## src/rtl/segmented_lfu_buffer_cache_top_macros.svh

```systemverilog
// Assertion macros shared by the segmented LFU buffer cache RTL.
`ifndef SEGMENTED_LFU_BUFFER_CACHE_TOP_MACROS_SVH
`define SEGMENTED_LFU_BUFFER_CACHE_TOP_MACROS_SVH

// Check that cons holds in the same cycle whenever ante holds.
`define SLFU_ASSERT_SAME(lbl, ante, cons, msg) \
    lbl: assert property (@(posedge clk) disable iff (!rst_n) (ante) |-> (cons)) \
        else $error(msg);

// Check that cons holds in the cycle after ante holds.
`define SLFU_ASSERT_NEXT(lbl, ante, cons, msg) \
    lbl: assert property (@(posedge clk) disable iff (!rst_n) (ante) |=> (cons)) \
        else $error(msg);

`endif

```

## src/rtl/slfu_pkg.sv

```systemverilog
// Package with sizes, entry types and control structs of the segmented LFU cache.
package slfu_pkg;

    localparam int LEFT_SLOTS   = 4;
    localparam int MIDDLE_SLOTS = 4;
    localparam int RIGHT_SLOTS  = 8;
    localparam int TOTAL_SLOTS  = LEFT_SLOTS + MIDDLE_SLOTS + RIGHT_SLOTS;
    localparam int RIGHT_START  = LEFT_SLOTS + MIDDLE_SLOTS;
    localparam int IDX_W        = (TOTAL_SLOTS > 1) ? $clog2(TOTAL_SLOTS) : 1;

    localparam int SECTOR_W = 32;
    localparam int TRACK_W  = 32;
    localparam int COUNT_W  = 16;
    localparam int CMP_W    = 32;

    typedef logic [IDX_W-1:0] idx_t;

    // One cache entry
    typedef struct packed {
        logic                valid;
        logic [SECTOR_W-1:0] sector;
        logic [TRACK_W-1:0]  track;
        logic [COUNT_W-1:0]  count;
    } entry_t;

    // Insert request: rotate slots 0..slot down by one and place entry in slot 0
    typedef struct packed {
        logic                en;
        idx_t                slot;
        logic [SECTOR_W-1:0] sector;
        logic [TRACK_W-1:0]  track;
        logic [COUNT_W-1:0]  count;
    } ins_req_t;

    // Result of the shared comparator
    typedef struct packed {
        logic eq;
        logic le;
    } cmp_res_t;

endpackage

```

## src/rtl/slfu_cmp.sv

```systemverilog
// Shared comparator: equality and less-or-equal on one pair of operands.
module slfu_cmp
    import slfu_pkg::*;
(
    input  logic [CMP_W-1:0] a,
    input  logic [CMP_W-1:0] b,
    output cmp_res_t         res
);

    logic [CMP_W:0] diff;

    // Subtract once; the borrow gives a < b
    assign diff   = {1'b0, a} - {1'b0, b};
    assign res.eq = (a == b);
    assign res.le = diff[CMP_W] | res.eq;

endmodule

```

## src/rtl/slfu_store.sv

```systemverilog
// Entry storage: one read port at the scan index and a rotating insert.
module slfu_store
    import slfu_pkg::*;
(
    input  logic     clk,
    input  logic     rst_n,
    input  idx_t     rd_idx,
    output entry_t   rd_entry,
    input  ins_req_t ins
);

    logic [TOTAL_SLOTS-1:0] valid_reg;
    logic [SECTOR_W-1:0]    sector_reg [TOTAL_SLOTS];
    logic [TRACK_W-1:0]     track_reg  [TOTAL_SLOTS];
    logic [COUNT_W-1:0]     count_reg  [TOTAL_SLOTS];

    // Read the entry under the scan index
    assign rd_entry.valid  = valid_reg[rd_idx];
    assign rd_entry.sector = sector_reg[rd_idx];
    assign rd_entry.track  = track_reg[rd_idx];
    assign rd_entry.count  = count_reg[rd_idx];

    // Shift valid bits down through the chosen slot, set slot 0
    always_ff @(posedge clk or negedge rst_n)
    begin
        if (!rst_n)
        begin
            valid_reg <= '0;
        end
        else if (ins.en)
        begin
            for (int j = TOTAL_SLOTS - 1; j > 0; j--)
            begin
                if (idx_t'(j) <= ins.slot)
                begin
                    valid_reg[j] <= valid_reg[j-1];
                end
            end
            valid_reg[0] <= 1'b1;
        end
    end

    // Shift payload the same way; entries that are not valid read as don't care
    always_ff @(posedge clk)
    begin
        if (ins.en)
        begin
            for (int j = TOTAL_SLOTS - 1; j > 0; j--)
            begin
                if (idx_t'(j) <= ins.slot)
                begin
                    sector_reg[j] <= sector_reg[j-1];
                    track_reg[j]  <= track_reg[j-1];
                    count_reg[j]  <= count_reg[j-1];
                end
            end
            sector_reg[0] <= ins.sector;
            track_reg[0]  <= ins.track;
            count_reg[0]  <= ins.count;
        end
    end

endmodule

```

## src/rtl/segmented_lfu_buffer_cache_top.sv

```systemverilog
// Top level of the segmented LFU buffer cache: sequencer, scan and result register.
//
//  channel | dir | handshake          | payload
//  s_*     | in  | s_tvalid/s_tready  | s_tuser: kind; s_tdata: sector, track, use_count
//  m_*     | out | m_tvalid/m_tready  | m_tdata: hit (lookup requests only)
//
// A lookup walks the entries one per cycle through the shared comparator and stops at
// the first match or the last entry, then loads the result register once it is free.
// An insert scans for the first free slot or else the least used right-segment entry,
// then rotates the entries. No request is taken until the block idles.
// Reset clears all valid bits at once; no clearing pass is needed.
// A stalled result holds in the output register; the next request may enter meanwhile.
`include "segmented_lfu_buffer_cache_top_macros.svh"

module segmented_lfu_buffer_cache_top
    import slfu_pkg::*;
(
    input  logic        clk,
    input  logic        rst_n,
    input  logic        s_tvalid,
    output logic        s_tready,
    input  logic [79:0] s_tdata,   // [31:0] sector, [63:32] track, [79:64] use_count
    input  logic        s_tuser,   // [0] kind: 0 lookup, 1 insert
    output logic        m_tvalid,
    input  logic        m_tready,
    output logic [7:0]  m_tdata    // [0] hit, [7:1] zero
);

    localparam logic [1:0] ST_IDLE  = 2'd0;
    localparam logic [1:0] ST_SCAN  = 2'd1;
    localparam logic [1:0] ST_SHIFT = 2'd2;
    localparam logic [1:0] ST_PUSH  = 2'd3;

    localparam logic       KIND_INSERT = 1'b1;
    localparam idx_t       LAST_IDX    = idx_t'(TOTAL_SLOTS - 1);
    localparam logic [IDX_W:0] RIGHT_IDX = (IDX_W + 1)'(RIGHT_START);
    localparam logic [COUNT_W:0] COUNT_INIT = (COUNT_W + 1)'(1 << COUNT_W);

    logic [1:0]          state_reg, state_next;
    idx_t                idx_reg, idx_next;
    idx_t                best_idx_reg, best_idx_next;
    logic [COUNT_W:0]    best_count_reg, best_count_next;
    idx_t                slot_reg, slot_next;
    logic                hit_reg, hit_next;
    logic                m_tvalid_reg, m_tvalid_next;
    logic                m_hit_reg, m_hit_next;

    logic                kind_reg;
    logic [SECTOR_W-1:0] sector_reg;
    logic [TRACK_W-1:0]  track_reg;
    logic [COUNT_W-1:0]  count_reg;

    entry_t              rd_entry;
    ins_req_t            ins;
    logic [CMP_W-1:0]    cmp_a, cmp_b;
    cmp_res_t            cmp;
    logic                in_right;
    logic                accept;
    logic                out_free;

    assign accept   = s_tvalid & s_tready;
    assign s_tready = (state_reg == ST_IDLE);
    assign out_free = !m_tvalid_reg || m_tready;
    assign in_right = ({1'b0, idx_reg} >= RIGHT_IDX);

    // Storage and shared comparator
    slfu_store u_store (
        .clk      (clk),
        .rst_n    (rst_n),
        .rd_idx   (idx_reg),
        .rd_entry (rd_entry),
        .ins      (ins)
    );

    // Route sectors for a lookup, counts for an insert
    assign cmp_a = (kind_reg == KIND_INSERT) ? CMP_W'(rd_entry.count) : rd_entry.sector;
    assign cmp_b = (kind_reg == KIND_INSERT) ? CMP_W'(best_count_reg) : sector_reg;

    slfu_cmp u_cmp (
        .a   (cmp_a),
        .b   (cmp_b),
        .res (cmp)
    );

    // Rotate request while in the shift state
    assign ins.en     = (state_reg == ST_SHIFT);
    assign ins.slot   = slot_reg;
    assign ins.sector = sector_reg;
    assign ins.track  = track_reg;
    assign ins.count  = count_reg;

    // Sequencer
    always_comb
    begin
        state_next      = state_reg;
        idx_next        = idx_reg;
        best_idx_next   = best_idx_reg;
        best_count_next = best_count_reg;
        slot_next       = slot_reg;
        hit_next        = hit_reg;
        m_tvalid_next   = m_tvalid_reg && !m_tready;
        m_hit_next      = m_hit_reg;

        unique case (state_reg)
            ST_IDLE:
            begin
                if (accept)
                begin
                    state_next      = ST_SCAN;
                    idx_next        = '0;
                    best_idx_next   = LAST_IDX;
                    best_count_next = COUNT_INIT;
                end
            end
            ST_SCAN:
            begin
                if (kind_reg != KIND_INSERT)
                begin
                    // Lookup: stop at the first valid match or at the end
                    if (rd_entry.valid && cmp.eq)
                    begin
                        hit_next   = 1'b1;
                        state_next = ST_PUSH;
                    end
                    else if (idx_reg == LAST_IDX)
                    begin
                        hit_next   = 1'b0;
                        state_next = ST_PUSH;
                    end
                    else
                    begin
                        idx_next = idx_reg + 1'b1;
                    end
                end
                else if (!rd_entry.valid)
                begin
                    // Insert: first free slot wins
                    slot_next  = idx_reg;
                    state_next = ST_SHIFT;
                end
                else
                begin
                    // Track the least used right-segment entry, later index on ties
                    if (in_right && cmp.le)
                    begin
                        best_count_next = {1'b0, rd_entry.count};
                        best_idx_next   = idx_reg;
                    end
                    if (idx_reg == LAST_IDX)
                    begin
                        slot_next  = (in_right && cmp.le) ? idx_reg : best_idx_reg;
                        state_next = ST_SHIFT;
                    end
                    else
                    begin
                        idx_next = idx_reg + 1'b1;
                    end
                end
            end
            ST_SHIFT:
            begin
                state_next = ST_IDLE;
            end
            ST_PUSH:
            begin
                // Hold until the output register frees up
                if (out_free)
                begin
                    m_tvalid_next = 1'b1;
                    m_hit_next    = hit_reg;
                    state_next    = ST_IDLE;
                end
            end
            default:
            begin
                state_next = ST_IDLE;
            end
        endcase
    end

    // Control registers
    always_ff @(posedge clk or negedge rst_n)
    begin
        if (!rst_n)
        begin
            state_reg    <= ST_IDLE;
            m_tvalid_reg <= 1'b0;
        end
        else
        begin
            state_reg    <= state_next;
            m_tvalid_reg <= m_tvalid_next;
        end
    end

    // Working and payload registers
    always_ff @(posedge clk)
    begin
        idx_reg        <= idx_next;
        best_idx_reg   <= best_idx_next;
        best_count_reg <= best_count_next;
        slot_reg       <= slot_next;
        hit_reg        <= hit_next;
        m_hit_reg      <= m_hit_next;
        if (accept)
        begin
            kind_reg   <= s_tuser;
            sector_reg <= s_tdata[SECTOR_W-1:0];
            track_reg  <= s_tdata[SECTOR_W+TRACK_W-1:SECTOR_W];
            count_reg  <= s_tdata[SECTOR_W+TRACK_W+COUNT_W-1:SECTOR_W+TRACK_W];
        end
    end

    assign m_tvalid = m_tvalid_reg;
    assign m_tdata  = {7'b0, m_hit_reg};

    // Checks
    `SLFU_ASSERT_NEXT(a_busy_after_request, accept, !s_tready, "request taken while busy")
    `SLFU_ASSERT_SAME(a_push_result, $rose(m_tvalid), $past(state_reg) == ST_PUSH, "stray result")
    `SLFU_ASSERT_NEXT(a_shift_one_cycle, state_reg == ST_SHIFT, s_tready, "rotate stuck")

endmodule
```

## config.mk

```make
export PLATFORM = sky130hd
export DESIGN_NAME = segmented_lfu_buffer_cache_top
export DESIGN_NICKNAME = d
export VERILOG_FILES = /design/src/rtl/slfu_pkg.sv /design/src/rtl/slfu_cmp.sv /design/src/rtl/slfu_store.sv /design/src/rtl/segmented_lfu_buffer_cache_top.sv
export VERILOG_INCLUDE_DIRS = /design/src /design/src/rtl
export SDC_FILE = /design/constraint.sdc
export NUM_CORES = 1
export LEC_CHECK = 0
export BUFFER_PORTS_ARGS = -buffer_cell sky130_fd_sc_hd__buf_4
export CELL_PAD_IN_SITES_DETAIL_PLACEMENT = 0
export CELL_PAD_IN_SITES_GLOBAL_PLACEMENT = 2
export CORE_ASPECT_RATIO = 0.75
export CORE_MARGIN = 2
export CORE_UTILIZATION = 54
export CTS_CLUSTER_DIAMETER = 60
export CTS_CLUSTER_SIZE = 40
export DETAILED_ROUTE_END_ITERATION = 10
export PLACE_DENSITY = 0.89
export SKIP_LAST_GASP = 1
export SLEW_MARGIN = 0
export SYNTH_ARGS = -nofsm -noshare
export SYNTH_HDL_FRONTEND = slang
export SYNTH_SLANG_ARGS = --single-unit
export TNS_END_PERCENT = 100
```

## constraint.sdc

```tcl
create_clock -name clk -period 13.7 [get_ports clk]
set_input_delay 0 -clock clk [delete_from_list [all_inputs] [get_ports clk]]
set_output_delay 0 -clock clk [all_outputs]
set_load 0.05 [all_outputs]
```

==> key figures <==
Setup path
  • CP endpoint kind: flip-flop
  • Slowest CP cell: buf_4
  • Kind of cell adding the most delay to the critical path: buffers and inverters
  • Reg2reg end: best_count_reg[1]$_SDFFCE_PN0P_
  • WP buf/inv: 2
  • Critical path launch point type: flip-flop
  • Critical Path AT: 6830 ps
  • Crit path largest cell delay: 870 ps
  • Reg2Reg Setup Slack: slightly above 7000 ps
  • Max FO, Critical Path: 51
  • Cells on worst reg2reg path: 13
  • CP cell instances: buf_4 -> buf_4 -> mux4_2 -> mux4_2 -> nand2_1 -> nand2_1 -> ha_1 -> nor2b_1 -> o211ai_1 -> a21oi_1 -> o311a_1 -> nand4bb_1 -> a21oi_2
  • Worst EP required: 13950 ps
  • Crit Path Category: flip-flop to flip-flop

Synthesis
  • Ys flop type: edfxtp_1
  • Post-synth EDFFs: 848
  • Synthesized flop and latch total: 871
  • Async set-reset flop share out of synthesis: between 2 and 2.5%
  • Syn avg cell area: 22.3 sq um
  • Register area share after synthesis: 76.2%
  • Synth Cell Area: 34100 sq um
  • Syn Inst Count: 1533
  • Synth warn: 0
  • Yosys cell types: 50

Global route
  • Total track usage: 23.3%
  • Largest net degree at the start of global routing: 56
  • Initial antenna violation count: 3
  • GRT overflow: 0
  • Global-route wire length before repair: 111 mm
  • Vias in the first global route: around 16k

Min path
  • Worst Hold End: count_reg[13]$_DFFE_PP_
  • Hold path cells: 2
  • HP Class: input port to flip-flop
  • Startpoint of the worst hold path: s_tdata[77]

Layout
  • Final Non-Filler Cells: 2482
  • Fillers: 4276
  • Commonest non-fill, non-tap cell in the layout: edfxtp_1
  • Max reg flops: 512
  • Area growth syn-to-layout: 10.7%
  • Final Instance Area: around 38000 sq um
  • Nets: 1757
  • Antenna diode count: 0
  • Fraction of layout cells with a size suffix above 1: 26.9%
  • Commonest non-fill, non-tap cells in the layout: edfxtp_1 (848), mux4_2 (244), buf_4 (84)

Placed design
  • Post-DP HPWL: 40.5 mm
  • Placed inst area: 35500 sq um
  • Gpl congestion: about 0.8
  • # port buffers: 55
  • # placed instances: 2350

STA
  • RSZ-0062 raised after global routing: no
  • Relative slew slack: 26.0%
  • Actual slew at the worst max-slew pin: roughly 1100 ps
  • Final setup viols: 0
  • Max-slew violation count: 0
  • Post-route setup TNS: 0 ps
  • Fmax achieved: 152 MHz
  • Minimum clock period: 6580 ps
  • Final hold vios: 0
  • Final Cycle Share: 48.0%
  • Clk_skew: 46.2 ps

CTS
  • Inserted Clock Buffers: 43
  • Post-CTS Setup Inserts: 0
  • Clk root buf: clkbuf_16
  • CTS tree: built
  • CTS sink cnt: 871
  • Worst skew pair latency: between 600 and 700 ps
  • Clock buffer depth: 3
  • Clock slew at reported path FFs: roughly 120 ps
  • # H-tree levels: 2

Routing
  • Detailed-route DRC error count: 0
  • 1st-pass router iterations: 8
  • Vias: around 16k
  • Drt total wl: around 74 mm
  • Routed len/inst: around 30 microns
  • Vias per std cell: 6.54
  • Post-route ant nets: 0
  • Initial DRC count: 2146

Floorplanning
  • Core Area: 62300 sq um
  • Initial Utilization: 54.8%
  • Site Rows: 79
  • Die area: roughly 65000 sq um
  • Boundary Pins: 95
  • Chip Width: 294 microns
  • Die height: ~220 microns

Run status
  • Status: finished, final reports clean

Pwr
  • Clock Power Share: 22.3%
  • Gate power share: around 29%
  • Switching part of the total: about 32%
  • VDD IR max: 0.104 mV
  • Power per Cell Area: 200 nW/um^2
  • Static Leak: 12.0 nW
  • Power share of the sequential group: about half
  • Internal cell power: 0.00512 W
  • P_sw: 0.00243 W

Flow run
  • Max-Cap Viols: 0
logic make-up (layout without fill, tap and decap cells):
family	after synthesis	count (layout)	share of synthesized area [%]
flip-flops	871	871	76.2
multiplexers	281	281	17.3
AND/OR/NAND/NOR	178	178	2.54
buffers and inverters	100	233	1.29
AO/OA/AOI/OAI	67	67	1.31
adder cells (fa/ha/maj)	34	34	1.25
other	1	7	0.0110
XOR/XNOR	1	1	0.0257
how the worst max path moves through the flow:
| stage | cells past startpoint | end | slack (ps) | start |
|---|---|---|---|---|
| finish | 13 | best_count_reg[1]$_SDFFCE_PN0P_ | 7120 | flip-flop |
| global placement | 12 | best_count_reg[10]$_SDFFCE_PN0P_ | 6970 | flip-flop |
| global route | 13 | best_count_reg[4]$_SDFFCE_PN0P_ | 6500 | flip-flop |
| floorplan | 9 | u_store.valid_reg[14]$_DFFE_PN0P_ | 7500 | state_reg[1]$_DFFE_PN0P_ |
| CTS | 13 | best_count_reg[11]$_SDFFCE_PN0P_ | 7000 | flip-flop |
| detailed placement | 12 | best_count_reg[11]$_SDFFCE_PN0P_ | 7030 | flip-flop |
cell usage after synthesis, types with 17 or more instances:
cell type	number	area, sq um
and2_1	35	219
a21oi_1	21	105
nand2_1	78	293
mux4_2	244	5500
mux2i_1	18	180
dfrtp_1	19	475
nor2_1	17	63.8
edfxtp_1	848	25500
buf_2	22	110
ha_1	34	425
clkbuf_1	43	161
layout make-up:
type	count	area, sq um	area share, %
Multi-Input combinational cell	568	7790	20.6
Sequential cell	871	26000	68.9
Clock inverter	34	583	1.54
Timing Repair Buffer	137	1160	3.07
Clock buffer	45	1130	2.98
Inverter	17	63.8	0.169
Tap cell	810	1010	2.68
metal layers:
metal	part of all wire (%)	global-route usage, %
met5	0	0
met2	45	33.9
met1	42	36.6
met4	2.1	5.41
met3	10	5.26
power by group through the flow:
stage          logic (W)  clock network, W  registers (W)
2_1_floorplan    0.00163                 0        0.00357
3_3_place_gp     0.00214                 0        0.00372
3_5_place_dp     0.00214                 0        0.00374
4_1_cts          0.00218           0.00172        0.00369
5_1_grt          0.00235           0.00180        0.00373
6_report         0.00217           0.00168        0.00369
through the flow:
| step | hold slack [ps] | worst slack [ps] | util (%) | total power, W |
|---|---|---|---|---|
| 3_3_place_gp | -115 | 6970 | 57.1 | 0.00586 |
| 2_1_floorplan | -296 | 7500 | - | 0.00519 |
| 6_report | 75.3 | 7120 | 60.7 | 0.00754 |
| 5_1_grt | 69.1 | 6500 | 60.7 | 0.00788 |
| 3_5_place_dp | -101 | 7030 | 57.1 | 0.00588 |
| 4_1_cts | 49.5 | 7000 | 60.7 | 0.00759 |
timing repair:
item                       4_1_cts  5_1_grt
hold endpoints to repair        76        0
gates resized for setup          0        0
setup endpoints to repair        0        0
hold buffers                    53        0
Note: power is estimated with default switching activity, not from simulation.
